[src/oal_pkg.sv]
// shared constants, codes and types of the ordered array list
`timescale 1ns / 1ps

package oal_pkg;

    localparam int MAX_ENTRIES  = 64;
    localparam int KEY_BITS     = 16;
    localparam int PAYLOAD_BITS = 32;

    localparam int IDX_W  = $clog2(MAX_ENTRIES);
    localparam int CNT_W  = $clog2(MAX_ENTRIES + 1);
    localparam int POS_W  = 8;
    localparam int REQ_W  = 2;
    localparam int STAT_W = 2;
    localparam int CMP_W  = ((CNT_W > POS_W) ? CNT_W : POS_W) + 1;

    // request codes
    localparam logic [REQ_W-1:0] REQ_INSERT = 2'd0;
    localparam logic [REQ_W-1:0] REQ_DELETE = 2'd1;
    localparam logic [REQ_W-1:0] REQ_LOCATE = 2'd2;
    localparam logic [REQ_W-1:0] REQ_UNUSED = 2'd3;

    // status codes
    localparam logic [STAT_W-1:0] ST_DONE    = 2'd0;
    localparam logic [STAT_W-1:0] ST_FULL    = 2'd1;
    localparam logic [STAT_W-1:0] ST_RANGE   = 2'd2;
    localparam logic [STAT_W-1:0] ST_MISSING = 2'd3;

    typedef struct packed {
        logic [KEY_BITS-1:0]     key;
        logic [PAYLOAD_BITS-1:0] payload;
    } entry_t;

    typedef struct packed {
        logic             wr_en;
        logic [IDX_W-1:0] wr_addr;
        entry_t           wr_data;
        logic             rd_en;
        logic [IDX_W-1:0] rd_addr;
    } mem_cmd_t;

    typedef struct packed {
        logic [REQ_W-1:0]        req_type;
        logic [POS_W-1:0]        position;
        logic [KEY_BITS-1:0]     entry_key;
        logic [PAYLOAD_BITS-1:0] entry_payload;
    } req_t;

    typedef struct packed {
        logic [STAT_W-1:0] status;
        logic [CNT_W-1:0]  found_position;
        logic [CNT_W-1:0]  list_length;
    } res_t;

endpackage

[src/oal_if.sv]
// request and response channel interfaces of the ordered array list
`timescale 1ns / 1ps

interface oal_req_if;
    logic                                valid;
    logic                                ready;
    logic [oal_pkg::REQ_W-1:0]           req_type;
    logic [oal_pkg::POS_W-1:0]           position;
    logic [oal_pkg::KEY_BITS-1:0]        entry_key;
    logic [oal_pkg::PAYLOAD_BITS-1:0]    entry_payload;

    modport source (output valid, req_type, position, entry_key, entry_payload,
                    input ready);
    modport sink   (input valid, req_type, position, entry_key, entry_payload,
                    output ready);
endinterface

interface oal_rsp_if;
    logic                          valid;
    logic                          ready;
    logic [oal_pkg::STAT_W-1:0]    status;
    logic [oal_pkg::CNT_W-1:0]     found_position;
    logic [oal_pkg::CNT_W-1:0]     list_length;

    modport source (output valid, status, found_position, list_length,
                    input ready);
    modport sink   (input valid, status, found_position, list_length,
                    output ready);
endinterface

[src/oal_store.sv]
// entry memory: one write port, one read port with registered read data
`timescale 1ns / 1ps

module oal_store (
    input  logic              clk,
    input  oal_pkg::mem_cmd_t cmd,
    output oal_pkg::entry_t   rd_data
);
    import oal_pkg::*;

    entry_t mem [MAX_ENTRIES];
    entry_t rd_data_reg;

    always_ff @(posedge clk)
    begin
        if (cmd.wr_en)
        begin
            mem[cmd.wr_addr] <= cmd.wr_data;
        end
        if (cmd.rd_en)
        begin
            rd_data_reg <= mem[cmd.rd_addr];
        end
    end

    assign rd_data = rd_data_reg;

endmodule

[src/oal_seq.sv]
// sequencer: range checks, entry shift walk and key search over the memory
`timescale 1ns / 1ps

module oal_seq (
    input  logic              clk,
    input  logic              rst_n,
    input  logic              req_valid,
    output logic              req_ready,
    input  oal_pkg::req_t     req,
    output logic              res_valid,
    input  logic              res_ready,
    output oal_pkg::res_t     res,
    output oal_pkg::mem_cmd_t cmd,
    input  oal_pkg::entry_t   rd_data
);
    import oal_pkg::*;

    typedef enum logic [1:0] {S_IDLE, S_WALK, S_RESP} state_t;

    state_t                  state_reg, state_next;
    logic [REQ_W-1:0]        op_reg, op_next;
    logic [IDX_W-1:0]        cur_reg, cur_next;
    logic [IDX_W-1:0]        dst_reg, dst_next;
    logic [IDX_W-1:0]        put_reg, put_next;
    logic [CNT_W-1:0]        left_reg, left_next;
    logic                    pend_reg, pend_next;
    logic [CNT_W-1:0]        count_reg, count_next;
    logic [KEY_BITS-1:0]     key_reg, key_next;
    logic [PAYLOAD_BITS-1:0] payload_reg, payload_next;
    res_t                    res_reg, res_next;

    logic [CMP_W-1:0] ext_pos;
    logic [CMP_W-1:0] ext_cnt;

    assign ext_pos = CMP_W'(req.position);
    assign ext_cnt = CMP_W'(count_reg);

    always_comb
    begin
        state_next   = state_reg;
        op_next      = op_reg;
        cur_next     = cur_reg;
        dst_next     = dst_reg;
        put_next     = put_reg;
        left_next    = left_reg;
        pend_next    = pend_reg;
        count_next   = count_reg;
        key_next     = key_reg;
        payload_next = payload_reg;
        res_next     = res_reg;
        cmd          = '0;

        case (state_reg)
            S_IDLE:
            begin
                if (req_valid)
                begin
                    op_next                 = req.req_type;
                    key_next                = req.entry_key;
                    payload_next            = req.entry_payload;
                    put_next                = IDX_W'(ext_pos - 1'b1);
                    pend_next               = 1'b0;
                    res_next.status         = ST_DONE;
                    res_next.found_position = '0;
                    res_next.list_length    = count_reg;
                    state_next              = S_RESP;
                    case (req.req_type)
                        REQ_INSERT:
                        begin
                            if (count_reg >= CNT_W'(MAX_ENTRIES))
                            begin
                                res_next.status = ST_FULL;
                            end
                            else if (ext_pos == '0 || ext_pos > ext_cnt + 1'b1)
                            begin
                                res_next.status = ST_RANGE;
                            end
                            else
                            begin
                                // walk from the last entry down to the slot
                                cur_next   = IDX_W'(ext_cnt - 1'b1);
                                left_next  = CNT_W'(ext_cnt - ext_pos + 1'b1);
                                state_next = S_WALK;
                            end
                        end
                        REQ_DELETE:
                        begin
                            if (ext_pos == '0 || ext_pos > ext_cnt)
                            begin
                                res_next.status = ST_RANGE;
                            end
                            else
                            begin
                                // walk from the entry after the hole up to the end
                                cur_next   = IDX_W'(ext_pos);
                                left_next  = CNT_W'(ext_cnt - ext_pos);
                                state_next = S_WALK;
                            end
                        end
                        REQ_LOCATE:
                        begin
                            cur_next   = '0;
                            left_next  = count_reg;
                            state_next = S_WALK;
                        end
                        default:
                        begin
                            res_next.status = ST_RANGE;
                        end
                    endcase
                end
            end

            S_WALK:
            begin
                if (pend_reg && op_reg == REQ_LOCATE && rd_data.key == key_reg)
                begin
                    res_next.status         = ST_DONE;
                    res_next.found_position = CNT_W'(dst_reg) + 1'b1;
                    pend_next               = 1'b0;
                    state_next              = S_RESP;
                end
                else
                begin
                    // move the entry read last cycle
                    if (pend_reg && op_reg != REQ_LOCATE)
                    begin
                        cmd.wr_en   = 1'b1;
                        cmd.wr_addr = dst_reg;
                        cmd.wr_data = rd_data;
                    end
                    if (left_reg != '0)
                    begin
                        cmd.rd_en   = 1'b1;
                        cmd.rd_addr = cur_reg;
                        left_next   = left_reg - 1'b1;
                        pend_next   = 1'b1;
                        case (op_reg)
                            REQ_INSERT:
                            begin
                                dst_next = cur_reg + 1'b1;
                                cur_next = cur_reg - 1'b1;
                            end
                            REQ_DELETE:
                            begin
                                dst_next = cur_reg - 1'b1;
                                cur_next = cur_reg + 1'b1;
                            end
                            default:
                            begin
                                dst_next = cur_reg;
                                cur_next = cur_reg + 1'b1;
                            end
                        endcase
                    end
                    else
                    begin
                        pend_next = 1'b0;
                        if (!pend_reg)
                        begin
                            state_next = S_RESP;
                            case (op_reg)
                                REQ_INSERT:
                                begin
                                    cmd.wr_en               = 1'b1;
                                    cmd.wr_addr             = put_reg;
                                    cmd.wr_data.key         = key_reg;
                                    cmd.wr_data.payload     = payload_reg;
                                    count_next              = count_reg + 1'b1;
                                    res_next.status         = ST_DONE;
                                    res_next.list_length    = count_reg + 1'b1;
                                end
                                REQ_DELETE:
                                begin
                                    count_next              = count_reg - 1'b1;
                                    res_next.status         = ST_DONE;
                                    res_next.list_length    = count_reg - 1'b1;
                                end
                                default:
                                begin
                                    res_next.status         = ST_MISSING;
                                    res_next.found_position = '0;
                                end
                            endcase
                        end
                    end
                end
            end

            S_RESP:
            begin
                if (res_ready)
                begin
                    state_next = S_IDLE;
                end
            end

            default:
            begin
                state_next = S_IDLE;
            end
        endcase
    end

    always_ff @(posedge clk or negedge rst_n)
    begin
        if (!rst_n)
        begin
            state_reg   <= S_IDLE;
            op_reg      <= REQ_INSERT;
            cur_reg     <= '0;
            dst_reg     <= '0;
            put_reg     <= '0;
            left_reg    <= '0;
            pend_reg    <= 1'b0;
            count_reg   <= '0;
            key_reg     <= '0;
            payload_reg <= '0;
            res_reg     <= '0;
        end
        else
        begin
            state_reg   <= state_next;
            op_reg      <= op_next;
            cur_reg     <= cur_next;
            dst_reg     <= dst_next;
            put_reg     <= put_next;
            left_reg    <= left_next;
            pend_reg    <= pend_next;
            count_reg   <= count_next;
            key_reg     <= key_next;
            payload_reg <= payload_next;
            res_reg     <= res_next;
        end
    end

    assign req_ready = (state_reg == S_IDLE);
    assign res_valid = (state_reg == S_RESP);
    assign res       = res_reg;

endmodule

[src/ordered_array_list.sv]
// top level of the ordered array list
`timescale 1ns / 1ps

// ordered_array_list: bounded ordered list of key/payload entries
//
// channels
//   req  : one request per transfer (insert, delete or locate by key)
//   rsp  : exactly one result per request: status, found position and the
//          list length after the request, in request order
//
// timing
//   a request is taken only while the sequencer is idle; one entry moves or
//   is compared per cycle through the entry memory (one read and one write
//   port), which sets the rate.
//
// reset
//   the list length clears at once; memory contents are not cleared and are
//   only read below the current length, so no clearing pass is needed
//
// back pressure
//   results sit in an output register; the next request is accepted while a
//   result waits there, and its own result then holds until rsp drains

module ordered_array_list (
    input  logic      clk,
    input  logic      rst_n,
    oal_req_if.sink   req,
    oal_rsp_if.source rsp
);
    import oal_pkg::*;

    req_t     seq_req;
    res_t     seq_res;
    logic     seq_res_valid;
    logic     seq_res_ready;
    mem_cmd_t mem_cmd;
    entry_t   mem_rd_data;

    // output register
    logic     out_valid_reg, out_valid_next;
    res_t     out_res_reg, out_res_next;

    assign seq_req.req_type      = req.req_type;
    assign seq_req.position      = req.position;
    assign seq_req.entry_key     = req.entry_key;
    assign seq_req.entry_payload = req.entry_payload;

    oal_seq u_seq (
        .clk       (clk),
        .rst_n     (rst_n),
        .req_valid (req.valid),
        .req_ready (req.ready),
        .req       (seq_req),
        .res_valid (seq_res_valid),
        .res_ready (seq_res_ready),
        .res       (seq_res),
        .cmd       (mem_cmd),
        .rd_data   (mem_rd_data)
    );

    oal_store u_store (
        .clk     (clk),
        .cmd     (mem_cmd),
        .rd_data (mem_rd_data)
    );

    // load a new result when the register is empty or being drained
    assign seq_res_ready = !out_valid_reg || rsp.ready;

    always_comb
    begin
        out_valid_next = out_valid_reg;
        out_res_next   = out_res_reg;
        if (seq_res_valid && seq_res_ready)
        begin
            out_valid_next = 1'b1;
            out_res_next   = seq_res;
        end
        else if (rsp.ready)
        begin
            out_valid_next = 1'b0;
        end
    end

    always_ff @(posedge clk or negedge rst_n)
    begin
        if (!rst_n)
        begin
            out_valid_reg <= 1'b0;
        end
        else
        begin
            out_valid_reg <= out_valid_next;
        end
    end

    always_ff @(posedge clk)
    begin
        out_res_reg <= out_res_next;
    end

    assign rsp.valid          = out_valid_reg;
    assign rsp.status         = out_res_reg.status;
    assign rsp.found_position = out_res_reg.found_position;
    assign rsp.list_length    = out_res_reg.list_length;

endmodule

[src/flat_wrapper.sv]
// flat-port wrapper written by rule: the top's interface ports become plain ports
module ordered_array_list_flat import oal_pkg::*;
  (clk, rst_n, req_valid, req_req_type, req_position, req_entry_key, req_entry_payload, req_ready, rsp_valid, rsp_status, rsp_found_position, rsp_list_length, rsp_ready);
  oal_req_if req_i ();
  oal_rsp_if rsp_i ();
  input  logic clk;
  input  logic rst_n;
  input wire logic [$bits(req_i.valid)-1:0] req_valid;
  input wire logic [$bits(req_i.req_type)-1:0] req_req_type;
  input wire logic [$bits(req_i.position)-1:0] req_position;
  input wire logic [$bits(req_i.entry_key)-1:0] req_entry_key;
  input wire logic [$bits(req_i.entry_payload)-1:0] req_entry_payload;
  output wire logic [$bits(req_i.ready)-1:0] req_ready;
  output wire logic [$bits(rsp_i.valid)-1:0] rsp_valid;
  output wire logic [$bits(rsp_i.status)-1:0] rsp_status;
  output wire logic [$bits(rsp_i.found_position)-1:0] rsp_found_position;
  output wire logic [$bits(rsp_i.list_length)-1:0] rsp_list_length;
  input wire logic [$bits(rsp_i.ready)-1:0] rsp_ready;
  assign req_i.valid = req_valid;
  assign req_i.req_type = req_req_type;
  assign req_i.position = req_position;
  assign req_i.entry_key = req_entry_key;
  assign req_i.entry_payload = req_entry_payload;
  assign req_ready = req_i.ready;
  assign rsp_valid = rsp_i.valid;
  assign rsp_status = rsp_i.status;
  assign rsp_found_position = rsp_i.found_position;
  assign rsp_list_length = rsp_i.list_length;
  assign rsp_i.ready = rsp_ready;
  ordered_array_list u_core (.clk(clk), .rst_n(rst_n), .req(req_i), .rsp(rsp_i));
endmodule
[config.mk]
export PLATFORM = sky130hd
export DESIGN_NAME = ordered_array_list_flat
export DESIGN_NICKNAME = d
export VERILOG_FILES = /design/src/oal_pkg.sv /design/src/oal_if.sv /design/src/oal_store.sv /design/src/oal_seq.sv /design/src/ordered_array_list.sv /design/src/flat_wrapper.sv
export SDC_FILE = /design/constraint.sdc
export NUM_CORES = 1
export LEC_CHECK = 0
export BUFFER_PORTS_ARGS = -buffer_cell sky130_fd_sc_hd__buf_2
export CAP_MARGIN = 20
export CORE_UTILIZATION = 55
export DETAILED_ROUTE_END_ITERATION = 12
export PLACE_DENSITY = 0.71
export SYNTH_ARGS = -nofsm -noshare
export SYNTH_HDL_FRONTEND = slang
export SYNTH_SLANG_ARGS = --single-unit
[constraint.sdc]
create_clock -name clk -period 6.8 [get_ports clk]
set_clock_uncertainty 0.1 [all_clocks]
set_input_delay 0 -clock clk [delete_from_list [all_inputs] [get_ports clk]]
set_output_delay 0 -clock clk [all_outputs]
set_load 0.01 [all_outputs]
# Yosys cells after proc, flatten, opt, wreduce, memory -nomap -nowiden
# Memory sizes are Yosys's and may differ from the RTL's. A register that Yosys moved wholly into a read port is not among the register bits.
# Cells that the tools add are included.
[totals] register_bits=118 ram_bits=3072 input_bits=62 output_inout_bits=18 elab_cells=139 memories=1
[op_classes] n_addsub=11 magnitude_cmp=3 n_eq_ne=22 n_mux=56 bitwise=3 reduce_logical=26
[mem_list] name="u_core.u_store.mem" depth=64 word_bits=48 rd=1 rd_ports_with_merged_regs=1 wr=1 line="oal_store.sv:11" text="entry_t mem [MAX_ENTRIES];"
[op_table] cell="2-to-1 mux 55 bit" n=4
[op_table] cell="2-to-1 mux 62 bit" n=2
[op_table] cell="2-to-1 mux 7 bit" n=9
[op_table] cell="2-to-1 mux 16 bit" n=3
[op_table] cell="2-to-1 mux 6 bit" n=7
[op_table] cell="one-hot mux 16 bit (2 select lines)" n=1
[op_table] cell="one-hot mux 7 bit (2 select lines)" n=2
[op_table] cell="2-to-1 mux 2 bit" n=12
[op_table] cell="one-hot mux 6 bit (2 select lines)" n=2
[op_table] cell="one-hot mux 7 bit (3 select lines)" n=1
[op_table] cell="!= test 3 bit (second input constant)" n=6
[op_table] cell="one-hot mux 2 bit (3 select lines)" n=3
[op_table] cell="one-hot mux 6 bit (3 select lines)" n=1
[op_table] cell="subtractor 6 x 1 -> 6 bit (second input constant)" n=3
[op_table] cell="== test 16 bit" n=1
[op_table] cell="adder 7 x 1 -> 7 bit (second input constant)" n=2
[op_table] cell="!= test 2 bit (second input constant)" n=7
[op_table] cell="subtractor 7 x 1 -> 7 bit (second input constant)" n=2
[op_table] cell="AND reduction 5 bit" n=2
[op_table] cell="zero test 9 bit" n=1
[op_table] cell="2-to-1 mux 9 bit" n=1
[op_table] cell="adder 7 x 1 -> 8 bit (second input constant)" n=1
[op_table] cell="greater-than comparator 8 x 7 -> 1 bit" n=1
[op_table] cell="greater-than comparator 8 bit" n=1
[op_table] cell="other kinds (23)" n=46

# Logic depth before layout (Yosys ltp)
[depth] ltp_word=10 depth_mapped=16 depth_no_buf=14

# Cells and area by module
# A second synthesis with hierarchy kept.
[hier_totals] cells_unflattened=5863 area_unflattened_um2=125155.0
[modules_own_cells] mod="oal_store" instances=1 cells_each=4969 area_each_um2=117615.3 seq_area_each_um2=93689.9
[modules_own_cells] mod="oal_seq" instances=1 cells_each=874 area_each_um2=7005.5 seq_area_each_um2=2527.4
[modules_own_cells] mod="ordered_array_list" instances=1 cells_each=20 area_each_um2=534.3 seq_area_each_um2=505.5

# Least setup slack after synthesis
# Ideal clock, no wire load.
[synth_timing] kind="register to register" start="reg u_core.u_seq.left_reg[0]" end="mem u_core.u_store.mem[0][38] (netlist name) (data pin)" setup_time_ns=0.499 arrival_ns=3.985 required_time_ns=6.201 slack_ns=2.216 stages_incl_launch_ff=10 path_buffers=2 period_less_slack_ns=4.584 cell_sequence="dfrtp_1 -> inv_1 -> ha_1 -> or3b_1 -> or3_1 -> nor2_1 -> clkbuf_1 -> buf_1 -> a22oi_1 -> nor2_1"
[synth_lines] element="from (decl)" line="oal_seq.sv:25" text="logic [CNT_W-1:0] left_reg, left_next;"
[synth_lines] element="from (signal assigned)" line="oal_seq.sv:228" text="left_reg <= left_next;"
[synth_lines] element="to (decl)" line="oal_store.sv:11"

# Final worst setup path
[layout_timing] start="reg u_core.u_seq.left_reg[0]" end="reg u_core.u_store.rd_data[43] (netlist name)"
[layout_between] elab_chain_len=4
[layout_lines] element="nonzero test 7 bit" line="oal_seq.sv:132" text="if (left_reg != '0)"
[layout_lines] element="2-to-1 mux 7 bit" line="oal_seq.sv:132"
[layout_lines] element="2-to-1 mux 62 bit" line="oal_seq.sv:116" text="if (pend_reg && op_reg == REQ_LOCATE && rd_data.key == key_reg)"
[layout_lines] element="2-to-1 mux 62 bit" line="oal_seq.sv:53" text="case (state_reg)"
# No other way between the ends.
# A chain may end at the register's enable or synchronous reset.

==> flow_summary.ini <==
[sta]
hold_violations = 0
fin_crit_sh_pct = 71.43
worstMarginPinSlew_ns = 1.118
hold_ws_ns = 0.06285
grt_setup_unrepaired = false
setup_viol = 0
setup-tns-final_ns = 0
clock.fmax_ghz = 0.2059
timing_max_transition_violations_final = 0
relSlewSlack_pct = 25.17
fin_crit_ns = 4.857

[final_layout]
num_antenna_cells = 0
multiInputGateArea_mm2 = 0.01240
largest-register = u_core.u_store.mem
area_growth_pct = 13.70
fill_cells = 5933
largest_register_ff_count = 1024
design_area_mm2 = 0.05296
regArea_mm2 = 0.03347
nNetsFinal = 3464
final_layout_size_suffix_gt1_share_pct = 15.85

[logic_synthesis]
synth_top_cells_by_area = edfxtp_1 (68%), dfrtp_1 (3.8%), mux2_2 (3.1%)
synth.top_cells.by_count = edfxtp_1 (1,056), nor2_1 (312), nand2_1 (183)
yosysSeqAreaShare_pct = 71.84
postSynthNetCount = 3294
synthFlopType = edfxtp_1
synth_edf_count = 1056
synth_top_area_cell = edfxtp_1
ys_types = 91
synthArstFlopShare_pct = 6.217
synth_most_common_cell = edfxtp_1
ys_warn_count = 0
synth_top_area_share_pct = 68.08
netlist_area_mm2 = 0.04658
synth_seq_cells = 1126
syn_area_per_cell_um2 = 14.60
synthCells = 3191

[cts]
clk_latency_ns = 0.70
cts_buffers = 111
cts_sinks = 1126
post_cts_buffers = 0
htree_levels = 3
clockRootBuffer = clkbuf_16
clockBufferDepth = 3
cts_tree = built
clk_pin_slew_ns = 0.06

[grt]
grt_pass1_vias = 28900
grt_pass1_wl_um = 190600
antenna_found_initial = 3
grt_max_degree = 78
grt_usage_pct = 30.40
grt.overflow.total = 0

[route]
drc_errors = 0
dr.pass1.iters = 7
via_per_inst = 6.472
detail-route-antenna-nets = 0
wl_per_cell_um = 28.45
drt_iter0_drc = 3590
via_count = 29710
wl_um = 130600

[setup_path]
arrival_ns = 5.19
r2r_end = u_core.u_store.rd_data[43]
rrSetupSlack_ns = 1.94
cp_slowest_cell = a2111oi_0
path_cells = inv_1, ha_1, or3b_1, o21ai_4, buf_4, nor2_1, nand3_1, or3_1, nand4_1, a2111oi_0, or4b_1
rr_startpoint = u_core.u_seq.left_reg[0]
reg2reg_depth = 11
cp-start-kind = flop
critPathKind = flop to flop
path_max_fanout = 52
timing.critical_path.slowest_cell_delay_ns = 0.80
endpoint_kind = flop
worstPathRequired_ns = 7.13
startpoint = u_core.u_seq.left_reg[0]
crit_family = simple AND/OR/NAND/NOR gates
timing.critical_path.buf_inv = 2

[hold_path]
hold_depth = 4
hold_end = u_core.rsp.valid
hold_class = input port to flop
worstHoldStart = rsp_ready

[power]
p_leak_nw = 17.77
ir_drop_uv = 262.8
powerDensity_mw_per_mm2 = 380.7

[job]
cap_violations = 0

[run_status]
status = finished, final reports clean

[placement]
gp_congestion = 0.9475
hpwl_um = 79690
dpl_cell_area_mm2 = 0.04866
io_buffer_count = 47

[floorplan]
coreArea_mm2 = 0.08369
die_h_um = 293.0
num_io_pins = 80
die_area_mm2 = 0.08586
start_util_pct = 55.66
rows = 106
die_w_um = 293.0
report_power, final:
group / internal [W] / switching, W / total (W)
Clock: 0.00356 / 0.00259 / 0.00615
Sequential: 0.00805 / 0.000381 / 0.00843
Combinational: 0.00184 / 0.00374 / 0.00558
cell type report:
cell class                 instances  area share [%]
multi-input combinational       1840           23.41
sequential                      1126           63.19
inverter                          46          0.3260
clock buffer                     140           5.724
timing repair buffer             236           3.508
clock inverter                    69           1.162
tap                             1134           2.679
worst reg2reg max path, stage by stage, from the launching register on:
cell and delay (ns):
dfrtp_1 0.38, inv_1 0.10, ha_1 0.22, or3b_1 0.49, o21ai_4 0.26, buf_4 0.57
nor2_1 0.41, nand3_1 0.39, or3_1 0.20, nand4_1 0.19, a2111oi_0 0.80, or4b_1 0.49
metal layers:
layer / share of wire (%) / GRT usage (%)
met5: 0.023 / 0
met4: 4.5 / 13.46
met3: 10 / 6.044
met2: 47 / 47.96
met1: 38 / 41.19
how the worst max path moves through the flow:
stage,cells past startpoint,endpoint
3_5_place_dp,11,u_core.u_store.rd_data[43]
6_report,11,u_core.u_store.rd_data[43]
5_1_grt,11,u_core.u_store.rd_data[43]
3_3_place_gp,11,u_core.u_store.rd_data[43]
4_1_cts,11,u_core.u_store.rd_data[43]
2_1_floorplan,9,u_core.u_store.mem[0][38]
metrics by stage:
stage                     power (W)  instances  setup slack (ns)  utilization, %
after global routing        0.02078       4591             1.859           63.29
after detailed placement    0.01393       4318             2.037           58.15
final                       0.02016       4591             1.943           63.29
after CTS                   0.02005       4587             2.037           63.22
after floorplan             0.01199       3191             2.216               -
after global placement      0.01381       4314             2.107           58.09
cell usage in the layout (no fill, tap or decap), types with 105 or more instances in the layout:
cell type	Yosys	routed
o22ai_1	135	135
mux2i_1	129	129
mux2_2	127	127
nand2_1	183	182
o21ai_0	105	105
buf_4	6	122
edfxtp_1	1056	1056
clkbuf_16	0	115
a21oi_1	144	144
nor2_1	312	283
logic make-up (layout without fill, tap and decap cells):
family / count (synthesis) / in the layout / synth area share [%]
and+or+nand+nor: 758 / 758 / 7.403
adders and majority gates: 41 / 41 / 1.134
AOI/OAI and AO/OA: 723 / 723 / 10.33
muxes: 264 / 264 / 6.229
DFF: 1126 / 1126 / 71.84
buffers and inverters: 225 / 491 / 2.047
xor gates and xnor gates: 54 / 54 / 1.015
timing repair:
item | in CTS | in global routing
hold buffers | 60 | 0
hold endpoints to repair | 115 | 0
gates resized for setup | 0 | 0
Power figures use the tool's default switching activity.
